File: config.mk
export PLATFORM = sky130hd
export DESIGN_NAME = sequenced_ultrasonic_ranger_flat
export DESIGN_NICKNAME = d
export VERILOG_FILES = /design/src/rtl/sur_pkg.sv /design/src/rtl/sur_tick_if.sv /design/src/rtl/sur_result_if.sv /design/src/rtl/sequenced_ultrasonic_ranger.sv /design/src/flat_wrapper.sv
export SDC_FILE = /design/constraint.sdc
export NUM_CORES = 1
export LEC_CHECK = 0
export BUFFER_PORTS_ARGS = -buffer_cell sky130_fd_sc_hd__buf_2
export CORE_ASPECT_RATIO = 0.7
export CORE_MARGIN = 2
export CORE_UTILIZATION = 60
export CTS_CLUSTER_SIZE = 8
export DETAILED_ROUTE_END_ITERATION = 7
export PLACE_DENSITY = 0.78
export SETUP_SLACK_MARGIN = 0.4
export SLEW_MARGIN = 20
export SYNTH_ARGS = -nofsm -noshare
export SYNTH_HDL_FRONTEND = slang
export SYNTH_SLANG_ARGS = --single-unit
File: constraint.sdc
create_clock -name clk -period 9.4 [get_ports clk]
set_input_delay 0.94 -clock clk [delete_from_list [all_inputs] [get_ports clk]]
set_output_delay 0.94 -clock clk [all_outputs]
set_load 0.02 [all_outputs]
File: src/rtl/sur_pkg.sv
// ----------------------------------------------------------------------------
// sur_pkg
// Shared widths, register indexes and reset values of the ranger.
// ----------------------------------------------------------------------------
package sur_pkg;

	localparam int DIST_BITS = 10;
	localparam int CFG_W     = 16;
	localparam int PINS      = 4;

	typedef logic [DIST_BITS-1:0] dist_t;
	typedef logic [PINS-1:0]      pin_mask_t;
	typedef logic [1:0]           cfg_idx_t;

	// register indexes of the config port
	localparam cfg_idx_t REG_SCALE     = 2'd0;
	localparam cfg_idx_t REG_TIMEOUT   = 2'd1;
	localparam cfg_idx_t REG_THRESHOLD = 2'd2;

	localparam logic [15:0] SCALE_RST     = 16'd1114;
	localparam logic [15:0] TIMEOUT_RST   = 16'd18500;
	localparam dist_t       THRESHOLD_RST = DIST_BITS'(60);

endpackage

File: src/rtl/sur_tick_if.sv
// ----------------------------------------------------------------------------
// sur_tick_if
// Tick channel: start request and the four echo pin levels.
// ----------------------------------------------------------------------------
interface sur_tick_if;
	import sur_pkg::*;

	logic      valid;
	logic      ready;
	logic      start_req;
	pin_mask_t echo_levels;

	modport source(output valid, start_req, echo_levels, input ready);
	modport sink(input valid, start_req, echo_levels, output ready);
endinterface

File: src/rtl/sur_result_if.sv
// ----------------------------------------------------------------------------
// sur_result_if
// Result channel: pin drive, held distances and sweep status per tick.
// ----------------------------------------------------------------------------
interface sur_result_if;
	import sur_pkg::*;

	logic      valid;
	logic      ready;
	pin_mask_t drive_enable;
	pin_mask_t drive_level;
	dist_t     dist_left;
	dist_t     dist_center;
	dist_t     dist_right;
	dist_t     dist_back;
	pin_mask_t near_mask;
	logic      busy_res;
	logic      sweep_done;

	modport source(output valid, drive_enable, drive_level, dist_left, dist_center,
		dist_right, dist_back, near_mask, busy_res, sweep_done, input ready);
	modport sink(input valid, drive_enable, drive_level, dist_left, dist_center,
		dist_right, dist_back, near_mask, busy_res, sweep_done, output ready);
endinterface

File: src/rtl/sequenced_ultrasonic_ranger.sv
// ----------------------------------------------------------------------------
// sequenced_ultrasonic_ranger
// Four-sensor single-pin sonar sequencer with held distances and near flags.
// ----------------------------------------------------------------------------
// Usage:
//  - tick: one item per microsecond timer tick, carrying start_req and the
//    four echo pin levels (bit0 left, bit1 center, bit2 right, bit3 back).
//  - result: one item per tick, showing pin drive, held distances, near flags,
//    busy and the sweep-done pulse as they stand after that tick.
//  - cfg: write-only register port (scale, timeout, near threshold); write it
//    only while no sweep runs and no item is in flight.
//  - Path: a tick is registered in the tick register on accept, processed
//    combinationally, and its result is loaded into the result register once that is free.
//  - Throughput: one tick per cycle while results are taken. The sensor
//    state machine and the 16x16 distance multiply are combinational,
//    between the tick register and the result register.
//  - Stall: while a result waits, the tick register still takes one more
//    item; tick.ready drops only when both registers are full and result
//    is not taken.
//  - Reset: phase idle, slot left, counters and held distances zero, config
//    at its default values, both channels empty.
// ----------------------------------------------------------------------------
module sequenced_ultrasonic_ranger #(
	parameter int TRIG_LOW_TICKS  = 2,
	parameter int TRIG_HIGH_TICKS = 5
) (
	input  logic                     clk,
	input  logic                     arst_n,
	sur_tick_if.sink                 tick,
	sur_result_if.source             result,
	input  logic                     cfg_we,
	input  sur_pkg::cfg_idx_t        cfg_index,
	input  logic [sur_pkg::CFG_W-1:0] cfg_wdata
);
	import sur_pkg::*;

	typedef enum logic [2:0] {
		PH_IDLE,
		PH_TRIG_LOW,
		PH_TRIG_HIGH,
		PH_WAIT_RISE,
		PH_COUNT
	} phase_t;

	localparam logic [15:0] LOW_END  = 16'(TRIG_LOW_TICKS);
	localparam logic [15:0] HIGH_END = 16'(TRIG_LOW_TICKS + TRIG_HIGH_TICKS);
	localparam logic [15:0] SAT16    = 16'hFFFF;
	localparam dist_t       DIST_MAX = {DIST_BITS{1'b1}};

	// sweep order left, right, center, back
	function automatic logic [1:0] slot_pin(input logic [1:0] slot);
		logic [1:0] p;
		case (slot)
			2'd0:    p = 2'd0;
			2'd1:    p = 2'd2;
			2'd2:    p = 2'd1;
			default: p = 2'd3;
		endcase
		return p;
	endfunction

	// config registers
	logic [15:0] scale_q, timeout_q;
	dist_t       threshold_q;

	// tick register
	logic        valid_s1;
	logic        start_s1;
	pin_mask_t   levels_s1;

	// sensor state
	phase_t      phase_q;
	logic [1:0]  slot_q;
	logic [15:0] elapsed_q, echo_q;
	dist_t       held_q [PINS];

	// result register
	logic        res_valid_q;
	pin_mask_t   en_q, lv_q, near_q;
	logic        busy_q, done_q;

	// next-state values
	phase_t      phase_n;
	logic [1:0]  slot_n;
	logic [15:0] elapsed_n, echo_n;
	dist_t       held_n [PINS];
	logic        done_n;
	pin_mask_t   en_n, lv_n, near_n;

	logic        out_free, advance;
	logic [1:0]  pin;
	logic        echo;
	logic [15:0] elapsed_inc;
	logic [31:0] product;
	dist_t       dist_val;
	logic        finish;

	assign out_free   = !res_valid_q || result.ready;
	assign advance    = valid_s1 && out_free;
	assign tick.ready = !valid_s1 || out_free;

	assign pin         = slot_pin(slot_q);
	assign echo        = levels_s1[pin];
	assign elapsed_inc = (elapsed_q == SAT16) ? elapsed_q : elapsed_q + 16'd1;
	assign product     = 32'(echo_q) * 32'(scale_q);
	assign dist_val    = (product[31:16] > 16'(DIST_MAX)) ? DIST_MAX :
		product[DIST_BITS+15:16];

	always_comb begin
		phase_n   = phase_q;
		slot_n    = slot_q;
		elapsed_n = elapsed_q;
		echo_n    = echo_q;
		held_n    = held_q;
		finish    = 1'b0;
		done_n    = 1'b0;
		en_n      = '0;
		lv_n      = '0;
		near_n    = '0;

		if (phase_q == PH_IDLE) begin
			if (start_s1) begin
				phase_n   = PH_TRIG_LOW;
				slot_n    = 2'd0;
				elapsed_n = '0;
				echo_n    = '0;
			end
		end else begin
			elapsed_n = elapsed_inc;
			case (phase_q)
				PH_TRIG_LOW: begin
					if (elapsed_inc >= LOW_END)
						phase_n = PH_TRIG_HIGH;
				end
				PH_TRIG_HIGH: begin
					if (elapsed_inc >= HIGH_END)
						phase_n = PH_WAIT_RISE;
				end
				PH_WAIT_RISE: begin
					if (echo) begin
						phase_n = PH_COUNT;
						echo_n  = 16'd1;
					end
					// rise and timeout together: give up
					if (elapsed_inc >= timeout_q)
						finish = 1'b1;
				end
				PH_COUNT: begin
					if (echo) begin
						if (echo_q != SAT16)
							echo_n = echo_q + 16'd1;
						if (elapsed_inc >= timeout_q)
							finish = 1'b1;
					end else begin
						// fall wins over timeout
						held_n[pin] = dist_val;
						finish      = 1'b1;
					end
				end
				default: phase_n = PH_IDLE;
			endcase
		end

		if (finish) begin
			elapsed_n = '0;
			echo_n    = '0;
			if (slot_q == 2'd3) begin
				phase_n = PH_IDLE;
				slot_n  = 2'd0;
				done_n  = 1'b1;
			end else begin
				phase_n = PH_TRIG_LOW;
				slot_n  = slot_q + 2'd1;
			end
		end

		if (phase_n == PH_TRIG_LOW || phase_n == PH_TRIG_HIGH) begin
			en_n[slot_pin(slot_n)] = 1'b1;
			if (phase_n == PH_TRIG_HIGH)
				lv_n[slot_pin(slot_n)] = 1'b1;
		end

		// near bits: right, center, left, back
		near_n[0] = held_n[2] < threshold_q;
		near_n[1] = held_n[1] < threshold_q;
		near_n[2] = held_n[0] < threshold_q;
		near_n[3] = held_n[3] < threshold_q;
	end

	// config and tick register
	always_ff @(posedge clk or negedge arst_n) begin
		if (!arst_n) begin
			scale_q     <= SCALE_RST;
			timeout_q   <= TIMEOUT_RST;
			threshold_q <= THRESHOLD_RST;
			valid_s1    <= 1'b0;
		end else begin
			if (cfg_we) begin
				case (cfg_index)
					REG_SCALE:     scale_q     <= cfg_wdata;
					REG_TIMEOUT:   timeout_q   <= cfg_wdata;
					REG_THRESHOLD: threshold_q <= cfg_wdata[DIST_BITS-1:0];
					default:       ;
				endcase
			end
			if (tick.valid && tick.ready)
				valid_s1 <= 1'b1;
			else if (advance)
				valid_s1 <= 1'b0;
		end
	end

	always_ff @(posedge clk) begin
		if (tick.valid && tick.ready) begin
			start_s1  <= tick.start_req;
			levels_s1 <= tick.echo_levels;
		end
	end

	// sensor state and result register
	always_ff @(posedge clk or negedge arst_n) begin
		if (!arst_n) begin
			phase_q     <= PH_IDLE;
			slot_q      <= '0;
			elapsed_q   <= '0;
			echo_q      <= '0;
			held_q      <= '{default: '0};
			res_valid_q <= 1'b0;
			en_q        <= '0;
			lv_q        <= '0;
			near_q      <= '0;
			busy_q      <= 1'b0;
			done_q      <= 1'b0;
		end else begin
			if (advance) begin
				phase_q     <= phase_n;
				slot_q      <= slot_n;
				elapsed_q   <= elapsed_n;
				echo_q      <= echo_n;
				held_q      <= held_n;
				res_valid_q <= 1'b1;
				en_q        <= en_n;
				lv_q        <= lv_n;
				near_q      <= near_n;
				busy_q      <= (phase_n != PH_IDLE);
				done_q      <= done_n;
			end else if (result.ready) begin
				res_valid_q <= 1'b0;
			end
		end
	end

	// held distances are shown live; they change only when a result loads
	assign result.valid        = res_valid_q;
	assign result.drive_enable = en_q;
	assign result.drive_level  = lv_q;
	assign result.dist_left    = held_q[0];
	assign result.dist_center  = held_q[1];
	assign result.dist_right   = held_q[2];
	assign result.dist_back    = held_q[3];
	assign result.near_mask    = near_q;
	assign result.busy_res     = busy_q;
	assign result.sweep_done   = done_q;

endmodule

File: src/flat_wrapper.sv
// flat-port wrapper written by rule: the top's interface ports become plain ports
module sequenced_ultrasonic_ranger_flat import sur_pkg::*;
#(
	parameter int TRIG_LOW_TICKS  = 2,
	parameter int TRIG_HIGH_TICKS = 5
)
  (clk, arst_n, cfg_we, cfg_index, cfg_wdata, tick_valid, tick_start_req, tick_echo_levels, tick_ready, result_valid, result_drive_enable, result_drive_level, result_dist_left, result_dist_center, result_dist_right, result_dist_back, result_near_mask, result_busy_res, result_sweep_done, result_ready);
  sur_tick_if tick_i ();
  sur_result_if result_i ();
  input  logic clk;
  input  logic arst_n;
  input  logic cfg_we;
  input  sur_pkg::cfg_idx_t cfg_index;
  input  logic [sur_pkg::CFG_W-1:0] cfg_wdata;
  input wire logic [$bits(tick_i.valid)-1:0] tick_valid;
  input wire logic [$bits(tick_i.start_req)-1:0] tick_start_req;
  input wire logic [$bits(tick_i.echo_levels)-1:0] tick_echo_levels;
  output wire logic [$bits(tick_i.ready)-1:0] tick_ready;
  output wire logic [$bits(result_i.valid)-1:0] result_valid;
  output wire logic [$bits(result_i.drive_enable)-1:0] result_drive_enable;
  output wire logic [$bits(result_i.drive_level)-1:0] result_drive_level;
  output wire logic [$bits(result_i.dist_left)-1:0] result_dist_left;
  output wire logic [$bits(result_i.dist_center)-1:0] result_dist_center;
  output wire logic [$bits(result_i.dist_right)-1:0] result_dist_right;
  output wire logic [$bits(result_i.dist_back)-1:0] result_dist_back;
  output wire logic [$bits(result_i.near_mask)-1:0] result_near_mask;
  output wire logic [$bits(result_i.busy_res)-1:0] result_busy_res;
  output wire logic [$bits(result_i.sweep_done)-1:0] result_sweep_done;
  input wire logic [$bits(result_i.ready)-1:0] result_ready;
  assign tick_i.valid = tick_valid;
  assign tick_i.start_req = tick_start_req;
  assign tick_i.echo_levels = tick_echo_levels;
  assign tick_ready = tick_i.ready;
  assign result_valid = result_i.valid;
  assign result_drive_enable = result_i.drive_enable;
  assign result_drive_level = result_i.drive_level;
  assign result_dist_left = result_i.dist_left;
  assign result_dist_center = result_i.dist_center;
  assign result_dist_right = result_i.dist_right;
  assign result_dist_back = result_i.dist_back;
  assign result_near_mask = result_i.near_mask;
  assign result_busy_res = result_i.busy_res;
  assign result_sweep_done = result_i.sweep_done;
  assign result_i.ready = result_ready;
  sequenced_ultrasonic_ranger #(.TRIG_LOW_TICKS(TRIG_LOW_TICKS), .TRIG_HIGH_TICKS(TRIG_HIGH_TICKS)) u_core (.clk(clk), .arst_n(arst_n), .tick(tick_i), .result(result_i), .cfg_we(cfg_we), .cfg_index(cfg_index), .cfg_wdata(cfg_wdata));
endmodule
==> results of run 1 <==
==> what timing repair did <==
item | 4_1_cts | 5_1_grt
gates resized for setup | 2 | 29
setup endpoints to repair | 1 | 4
pin swaps | 0 | 2
buffers inserted | 0 | 7
cloned | 0 | 0
==> power groups by stage <==
| stage | logic (uW) | clock network [uW] | registers (uW) |
|---|---|---|---|
| final | 691 | 726 | 852 |
| after global routing | 763 | 752 | 860 |
| after CTS | 679 | 727 | 842 |
| after detailed placement | 671 | 0 | 852 |
| after global placement | 648 | 0 | 845 |
| after floorplan | 490 | 0 | 792 |
==> per-stage QoR <==
stage	area (um2)	power (uW)
floorplan	16800	1280
global placement	17500	1490
detailed placement	17500	1520
CTS	18100	2250
global route	18200	2380
finish	18200	2270
==> synth_stat cells (all sizes together) (11+ instances only) <==
master,instances,area share
mux2,85,0.057
a21oi,46,0.014
inv,277,0.062
buf,13,0.0045
nand2b,15,0.0056
ha,160,0.12
dfstp,13,0.020
clkbuf,82,0.018
dfrtp,122,0.18
nor2,94,0.021
and3,20,0.0074
o21ai,73,0.022
o31ai,18,0.0083
nand3,18,0.0054
fa,193,0.23
a31oi,44,0.016
nor3,11,0.0036
nand2,219,0.049
and2,127,0.047
xnor2,12,0.0067
nand4,39,0.016
a21o,26,0.012
==> registers in the layout (all words and copies together), names as in the netlist <==
signal and count:
u_core.levels_s1 4, u_core.result.dist_left 10, u_core.result.valid 1, u_core.start_s1 1
u_core.result.drive_level 4, u_core.scale_q 16, u_core.result.dist_center 10, u_core.timeout_q 16
u_core.result.dist_right 10, u_core.valid_s1 1, u_core.result.sweep_done 1, u_core.result.drive_enable 4
u_core.threshold_q 10, u_core.slot_q 2, u_core.phase_q 3, u_core.result.near_mask 4
u_core.result.busy_res 1, u_core.elapsed_q 16, u_core.result.dist_back 10, u_core.echo_q 16
==> area by class of cell <==
| type | count | area (um2) |
|---|---|---|
| clock inverter | 15 | 185 |
| fill | 2205 | 9490 |
| clock buffer | 17 | 425 |
| tap | 371 | 464 |
| multi-input combinational | 1323 | 11900 |
| sequential | 140 | 3580 |
| inverter | 277 | 1040 |
| timing repair buffer | 108 | 609 |
==> metal layers <==
layer	vias up	track usage
met1	6813	0.487
met2	726	0.478
met3	80	0.0892
li1	6114	-
met5	-	0
met4	0	0.0694
==> worst max-delay path: cells and delay by family, from the launching register on <==
kind | cells | cell delay, ns
AO/OA/AOI/OAI | 14 | 2.88
XOR/XNOR | 1 | 0.17
adder cells (fa/ha/maj) | 8 | 3.93
buffers and inverters | 4 | 0.30
flip-flops | 1 | 0.69
multiplexers | 1 | 0.34
AND/OR/NAND/NOR | 2 | 0.31
==> cell families (layout without fill, tap and decap cells) <==
family,Yosys count,in the layout,synth area share
buffers and inverters,372,417,0.0846
adders and majority gates,353,353,0.349
muxes,89,89,0.0593
AOI/OAI and AO/OA,272,272,0.109
DFF,140,140,0.211
xor gates and xnor gates,22,22,0.0119
and+or+nand+nor,587,587,0.175
==> final timing paths <==
check	to	slack (ns)	cells after the start
min	u_core.result.dist_left[0]	0.47	1
min in group clk	u_core.result.drive_level[1]	0.49	2
max reg2reg	u_core.result.near_mask[1]	0.69	30
max in group asynchronous	u_core.echo_q[6]	7.42	2
min reg2reg	u_core.result.drive_level[1]	0.49	2
max	u_core.result.near_mask[1]	0.69	30
==> run metrics, run 1 <==
GPL Wtd Cong=0.938; vias per cell=approximately 6.1; Worst Path Required=9.76 ns; largest net degree at the start of global routing=~70; total wire length=between 40000 and 50000 um; post-synthesis instance total=between 1500 and 2000; post-route setup TNS=0 ns; fin worst setup slack=around 0.7 ns; slowest stage delay, CP=0.69 ns; placed insts=about 2200; Antenna diodes=0; CTS Hold Bufs=0; max frequency=between 0.1 and 0.15 GHz; final hold vios=0; final cell count without fillers=around 2300; class of the worst hold path=in -> async; Yosys reg bits=140; Clock Skews=around 0.012 ns; setup violators final=0; FF-to-FF Start=u_core.scale_q[10]; Max-cap violations=0; Die Y=144 um; GRT Overall Usage=0.327; Leakage=between 0.009 and 0.01 uW; clock sink count=140; Slew HR=0.262; CTS H-tree depth=4; mapped cell area=around 0.017 mm2; io pins=84; final cycle utilization of the critical path=0.927; Clk network pwr share=0.320; TritonCTS clock tree=yes; Routed met1 length=between 20000 and 25000 um; post-route ant nets=0; status=finished, final reports clean; Syn Nets=approximately 2200; most common cell after layout, fill and taps aside=inv_1; Logic pwr share=0.304; Seq pwr share=0.376; GRT Residual Overflow=0; Post-synth ARST share=0.964; Ys Warns=0; Worst setup SP type=flip-flop; VDD IR max=between 0.1 and 0.15 mV; antenna violations before repair=0; synth unique cells=74; first-pass GRT wire length=between 70000 and 80000 um; Mapped Avg Cell Area=approximately 9.2 um2; NetSw=between 800 and 900 uW; 1st-pass router iterations=5; DRC violations left=0; cell mode on critical path=fa_1; Fin Hold WS=0.473 ns; Worst EP arrival=approximately 9.1 ns; vias=roughly 14000; First DRT Iteration DRCs=about 1500; WL met2=roughly 20000 um; critical path class=reg -> reg; highest routed layer=met4; CP startpoint=u_core.scale_q[10]; DR WL met3=4880 um; clk_lat worst skew=~0.46 ns; Reg clk slew, reported paths=approximately 0.070 ns; Initial Util=0.607; area delta synth->final=8.28%; Place WS=0.432 ns; PD cells=125 mW/mm2; CTS root buffer=clkbuf_16; Internal Pwr Total=1380 uW; most frequent cells in the layout=inv_1 (277), nand2_1 (218), fa_1 (193); EDFF count, synth=5; final net count=around 2200; Crit. End Element=flip-flop; Seq/Total Area, Yosys=0.211; die width=approximately 200 um; RSZ-0062 raised after global routing=false; Worst-Margin Slew=~1.1 ns; layout cells sized above 1=0.153; Max Fanout on Critical Path=10; routed wire length per instance=20.4 um; ys flop type=dfrtp_1; minimum clock period=just under 9 ns; Sw Share=0.391; Final Max Slew Viols=0; final core occ=0.657; # rows=51; PortBufs=between 80 and 90; vias in the first global route=~13000; CP max-delay cell=dfstp_4; CORE AREA=around 0.028 mm2; CTS max path bufs=2; clock buffer count from CTS=17; placed wire-length estimate=approximately 35000 um; Die Footprint=between 0.02 and 0.03 mm2
Note: power is estimated with default switching activity, not from simulation.
==> run 2, diff against run 1 <==
--- a/config.mk
+++ b/config.mk
@@ -5,7 +5,8 @@
 export SDC_FILE = /design/constraint.sdc
 export NUM_CORES = 1
 export LEC_CHECK = 0
-export BUFFER_PORTS_ARGS = -buffer_cell sky130_fd_sc_hd__buf_2
+export ABC_AREA = 1
+export BUFFER_PORTS_ARGS = -buffer_cell sky130_fd_sc_hd__buf_4
 export CORE_ASPECT_RATIO = 0.7
 export CORE_MARGIN = 2
 export CORE_UTILIZATION = 60
==> run 2 against run 1 <==
  * Global-route usage down 1.0 points
  * Core utilization decreased by 0.48 points
  * Clock power is 2% lower
  * Fmax is 9.8% higher
  * Flip-flop and latch count unchanged
  * Clock skew shrank 0.0019 ns
  * First-iteration DRC count rose by 9.0%
  * Critical path type unchanged
  * Largest power group is now combinational cells
==> run metrics, run 2 <==
Post-synth ARST share=0.964; synth unique cells=55; vias=about 15000; Fill cells=2482; antenna violations before repair=0; CTS Hold Bufs=0; Worst-Margin Slew=~1.0 ns; Seq/Total Area, Yosys=0.205; final core occ=0.652; Yosys reg bits=140; Reg2Reg Depth=37; 1st-pass router iterations=6; placed wire-length estimate=roughly 37000 um; Final Max Slew Viols=0; largest net degree at the start of global routing=74; vias in the first global route=14500; setup bufs post-CTS=0; reg2reg end=u_core.result.near_mask[3]; Antenna diodes=0; Slew HR=0.299; CP max-delay cell=dfrtp_1; Initial Util=0.605; Syn Nets=about 2700; crit path to=u_core.result.near_mask[3]; cell mode on critical path=nand2_1; max frequency=0.126 GHz; area share of the largest cell type after synthesis=0.223; EDFF count, synth=5; Clock Skews=0.0102 ns; # rows=52; Worst R2R Setup Slack=roughly 1.5 ns; First DRT Iteration DRCs=between 1500 and 2000; Leakage=about 0.011 uW; post_cts resized=0; DRC violations left=0; FF-to-FF Start=u_core.echo_q[5]; most frequent cells after synthesis=nand2_1 (705), inv_1 (553), fa_1 (193); Worst Path Required=9.78 ns; TritonCTS clock tree=yes; CTS root buffer=clkbuf_16; setup violators final=0; RSZ-0062 raised after global routing=false; critical path class=reg -> reg; CTS max path bufs=2; total wire length=roughly 47000 um; CTS H-tree depth=4; routed wire length per instance=~17 um; post-synthesis instance total=~2400; CP startpoint=u_core.echo_q[5]; minimum clock period=between 7 and 8 ns; Max Fanout on Critical Path=19; most frequent cells in the layout=nand2_1 (704), inv_1 (553), fa_1 (193); final net count=between 2000 and 3000; die width=a little over 200 um; final hold vios=0; area leader, netlist=fa_1; vias per cell=about 5.4; layout cells sized above 1=0.0769; Synth area leaders=fa_1 (22%), dfrtp_1 (18%), nand2_1 (15%), inv_1 (12%), ha_1 (12%); GRT Overall Usage=0.317; Max-cap violations=0; final cycle utilization of the critical path=0.845; Mapped Avg Cell Area=roughly 7.4 um2; status=finished, final reports clean; VDD IR max=roughly 0.14 mV; class of the worst hold path=in -> async; Worst setup SP type=flip-flop; GRT Residual Overflow=0; mapped cell area=between 0.015 and 0.02 mm2; post-route setup TNS=0 ns; first-pass GRT wire length=around 76000 um; slowest stage delay, CP=between 0.8 and 0.9 ns; clock sink count=140; GPL Wtd Cong=a little under 1; clk_lat worst skew=between 0.4 and 0.5 ns; area delta synth->final=7.79%; Reg clk slew, reported paths=0.06 ns; PD cells=about 150 mW/mm2; PortBufs=slightly above 80; ys flop type=dfrtp_1; CORE AREA=approximately 0.029 mm2; post-route ant nets=0; io pins=84; Die Footprint=0.0303 mm2; Worst EP arrival=between 8 and 9 ns; Ys Warns=0; Die Y=roughly 150 um; clock buffer count from CTS=17; most frequent cell after synthesis=nand2_1; most common cell after layout, fill and taps aside=nand2_1; Crit. End Element=flip-flop
-- run 2: cells by family (layout without fill, tap and decap cells) --
kind of cell / count (synthesis) / after routing / share of synthesized area
AO/OA/AOI/OAI: 237 / 237 / 0.0747
XOR/XNOR: 27 / 27 / 0.0136
adder cells (fa/ha/maj): 353 / 353 / 0.339
buffers and inverters: 656 / 679 / 0.145
flip-flops: 140 / 140 / 0.205
AND/OR/NAND/NOR: 944 / 944 / 0.224
-- run 2: layout make-up --
class	instances	area (um2)	area share
Clock inverter	12	164	0.00878
Clock buffer	20	447	0.0239
Tap cell	378	473	0.0253
Sequential cell	140	3540	0.190
Inverter	559	2110	0.113
Timing Repair Buffer	88	664	0.0356
Multi-Input combinational cell	1561	11300	0.604
-- run 2: metal layers --
metal | global-route usage | up-vias | wire length [um]
met3 | 0.106 | 65 | 5590
met2 | 0.467 | 702 | 19700
met4 | 0.0632 | 0 | 689
met1 | 0.458 | 7001 | 20700
met5 | 0 | - | 0
li1 | - | 7067 | -
-- run 2: per-stage QoR --
stage	hold WS [ns]	instances	setup WS, ns	area, um2	total power (uW)
3_5_place_dp	0.468	2726	1.59	18100	2080
6_report	0.488	2758	1.46	18700	2810
2_1_floorplan	0.453	2357	2.10	17300	1690
3_3_place_gp	0.468	2726	1.69	18100	2030
4_1_cts	0.490	2758	1.59	18700	2800
5_1_grt	0.514	2758	0.812	18700	3010
-- run 2: how the worst min path moves through the flow --
stage / to / start / slack (ns) / cells past startpoint
finish: u_core.result.dist_right[8] / arst_n / 0.49 / 1
global route: u_core.timeout_q[6] / u_core.timeout_q[6] / 0.51 / 2
CTS: u_core.timeout_q[9] / u_core.timeout_q[9] / 0.49 / 2
detailed placement: u_core.result.near_mask[0] / u_core.result.near_mask[0] / 0.47 / 2
global placement: u_core.threshold_q[6] / u_core.threshold_q[6] / 0.47 / 2
floorplan: u_core.threshold_q[1] / u_core.threshold_q[1] / 0.45 / 2
-- run 2: power by group --
part	internal, uW	switching [uW]
clock	428	281
combinational	421	754
sequential	739	191
total	1590	1230
-- run 2: critical path: cells and delay by family, from the launching register on --
family	cells	cell delay, ns
AO/OA/AOI/OAI	6	1.16
flip-flops	1	0.89
adder cells (fa/ha/maj)	8	3.72
buffers and inverters	7	0.37
AND/OR/NAND/NOR	16	1.72
==> run 3, diff against run 2 <==
--- a/config.mk
+++ b/config.mk
@@ -5,14 +5,14 @@
 export SDC_FILE = /design/constraint.sdc
 export NUM_CORES = 1
 export LEC_CHECK = 0
-export ABC_AREA = 1
+export ABC_AREA = 0
 export BUFFER_PORTS_ARGS = -buffer_cell sky130_fd_sc_hd__buf_4
 export CORE_ASPECT_RATIO = 0.7
 export CORE_MARGIN = 2
-export CORE_UTILIZATION = 60
+export CORE_UTILIZATION = 58
 export CTS_CLUSTER_SIZE = 8
 export DETAILED_ROUTE_END_ITERATION = 7
-export PLACE_DENSITY = 0.78
+export PLACE_DENSITY = 0.79
 export SETUP_SLACK_MARGIN = 0.4
 export SLEW_MARGIN = 20
 export SYNTH_ARGS = -nofsm -noshare
==> constraint.sdc (replaced) <==
create_clock -name clk -period 6.4 [get_ports clk]
set_input_delay 0.64 -clock clk [delete_from_list [all_inputs] [get_ports clk]]
set_output_delay 0.64 -clock clk [all_outputs]
set_load 0.02 [all_outputs]
==> run 3 against run 2 <==
  * The flow now finishes with violations (DRC, setup timing)
  * Flip-flop and latch count is the same
  * Clock power rose by 55%
  * Fmax fell by 1.7%
  * Sequential share of layout area down 2.1 points
  * Combinational power is 19% higher
  * Count of clock-buffer cells in the layout is 1 lower
  * Total power rose by 30%
==> run metrics, run 3 (same netlist as run 1, synthesis figures left out) <==
class of the worst hold path=in -> async; Reg clk slew, reported paths=approximately 0.070 ns; crit path to=u_core.result.near_mask[2]; CTS H-tree depth=4; GRT Overall Usage=0.337; violations in the final reports=DRC, setup timing; vias per cell=between 6 and 7; Die Footprint=roughly 0.030 mm2; Initial Util=0.586; Slew HR=0.134; GPL Wtd Cong=~0.97; Crit. path cell count=32; Max Fanout on Critical Path=5; CTS root buffer=clkbuf_16; Fin Hold WS=between 0.15 and 0.2 ns; Crit. End Element=flip-flop; post-route ant nets=0; RSZ-0062 raised after global routing=true; slowest stage delay, CP=0.61 ns; total chip power=3660 uW; Worst EP arrival=8.39 ns; Worst setup SP type=flip-flop; setup violators final=44; reg2reg end=u_core.result.near_mask[2]; total wire length=about 53000 um; die width=between 200 and 250 um; First DRT Iteration DRCs=1512; io pins=between 80 and 90; most common cell after layout, fill and taps aside=buf_4; final hold vios=0; PortBufs=just over 80; CP max-delay cell=dfstp_2; Worst Path Required=roughly 6.7 ns; clock buffer count from CTS=17; most frequent cells in the layout=buf_4 (294), inv_1 (266), nand2_1 (205); critical path class=reg -> reg; Clock Skews=roughly 0.014 ns; Die Y=146 um; Final Max Slew Viols=0; CTS max path bufs=2; PD cells=around 170 mW/mm2; minimum clock period=between 8 and 9 ns; Antenna diodes=0; vias in the first global route=between 15000 and 20000; clock sink count=between 100 and 150; first-pass GRT wire length=slightly above 80000 um; Critical path buffers and inverters=9; status=complete, but fails checks; Reg2Reg Depth=32; largest net degree at the start of global routing=77; critical path's top delay family=adder cells; routed wire length per instance=21.3 um; vias=roughly 15000; VDD IR max=around 0.21 mV; placed wire-length estimate=37500 um; Max-cap violations=0; layout cells sized above 1=0.290; final instance area=roughly 0.021 mm2; fin worst setup slack=-1.68 ns; final net count=~2500; clk_lat worst skew=about 0.45 ns; FF-to-FF Start=u_core.scale_q[6]; Worst-Margin Slew=~1.3 ns; Leakage=about 0.011 uW; TritonCTS clock tree=yes; antenna violations before repair=1; GRT Residual Overflow=0; CTS Hold Bufs=0; area delta synth->final=25.9%; cell mode on critical path=fa_1; final cycle utilization of the critical path=1.26; # rows=52; DRC violations left=13; 1st-pass router iterations=8; CP startpoint=u_core.scale_q[6]; Post-DP Area=approximately 0.019 mm2; max frequency=0.124 GHz; CORE AREA=0.0287 mm2; Worst R2R Setup Slack=-1.68 ns
## run 3: cell types whose count changed in the layout (fill, tap and decap cells not counted), moves of 20 or more
| cell | delta |
|---|---|
| o21ai_1 | -22 |
| nand4_1 | +22 |
| buf_4 | +207 |
| o21ai_0 | -64 |
| nand3_1 | -45 |
| inv_1 | -287 |
| and2_1 | +119 |
| mux2_2 | +78 |
| ha_1 | -20 |
| a21o_1 | +23 |
| nand2_1 | -499 |
| a31oi_4 | +22 |
| ha_4 | +20 |
## run 3: power breakdown
group	leakage [uW]	internal (uW)	switching [uW]	total (uW)
combinational	0.00864	589	801	1390
sequential	0.00177	1020	156	1170
clock	0.000303	635	460	1100
total	0.0107	2240	1420	3660
## run 3: area by class of cell
class,count,area (um2)
clock inverters,13,181
repair buffers,326,2700
inverters,277,1040
multi-input cells,1323,12800
fillers,1874,7520
flip-flops and latches,140,3560
clock buffers,19,443
well taps,378,473
## run 3: timing repair
item                                   4_1_cts  5_1_grt
pin swaps                                   50       40
endpoints found under the hold margin        0        0
gates resized for setup                     55       89
buffers inserted                            29       19
setup endpoints to repair                   44       44
cloned                                       0        4
## run 3: layer usage
metal,part of all wire,track usage,up-vias
met3,0.11,0.0951,177
met4,0.031,0.0904,2
met5,0.00025,0,-
li1,-,-,6551
met1,0.40,0.464,7446
met2,0.46,0.526,894
## run 3: worst min-delay path by stage
stage	endpoint	cells past startpoint	from	slack, ns
2_1_floorplan	u_core.echo_q[0]	0	arst_n	0.34
3_3_place_gp	u_core.result.drive_enable[0]	2	u_core.result.drive_enable[0]	0.48
3_5_place_dp	u_core.result.drive_level[3]	2	u_core.result.drive_level[3]	0.48
6_report	u_core.result.drive_level[0]	1	arst_n	0.18
4_1_cts	u_core.result.drive_level[0]	1	arst_n	0.19
5_1_grt	u_core.result.drive_level[0]	1	arst_n	0.22
## run 3: metrics by stage
stage	util	setup slack, ns	setup TNS, ns	cells
floorplan	-	-1.13	-3.82	1835
global placement	0.671	-1.40	-13.73	2392
detailed placement	0.671	-1.59	-17.22	2392
CTS	0.709	-1.41	-15.39	2453
global route	0.738	-1.89	-41.67	2476
finish	0.738	-1.68	-33.64	2476
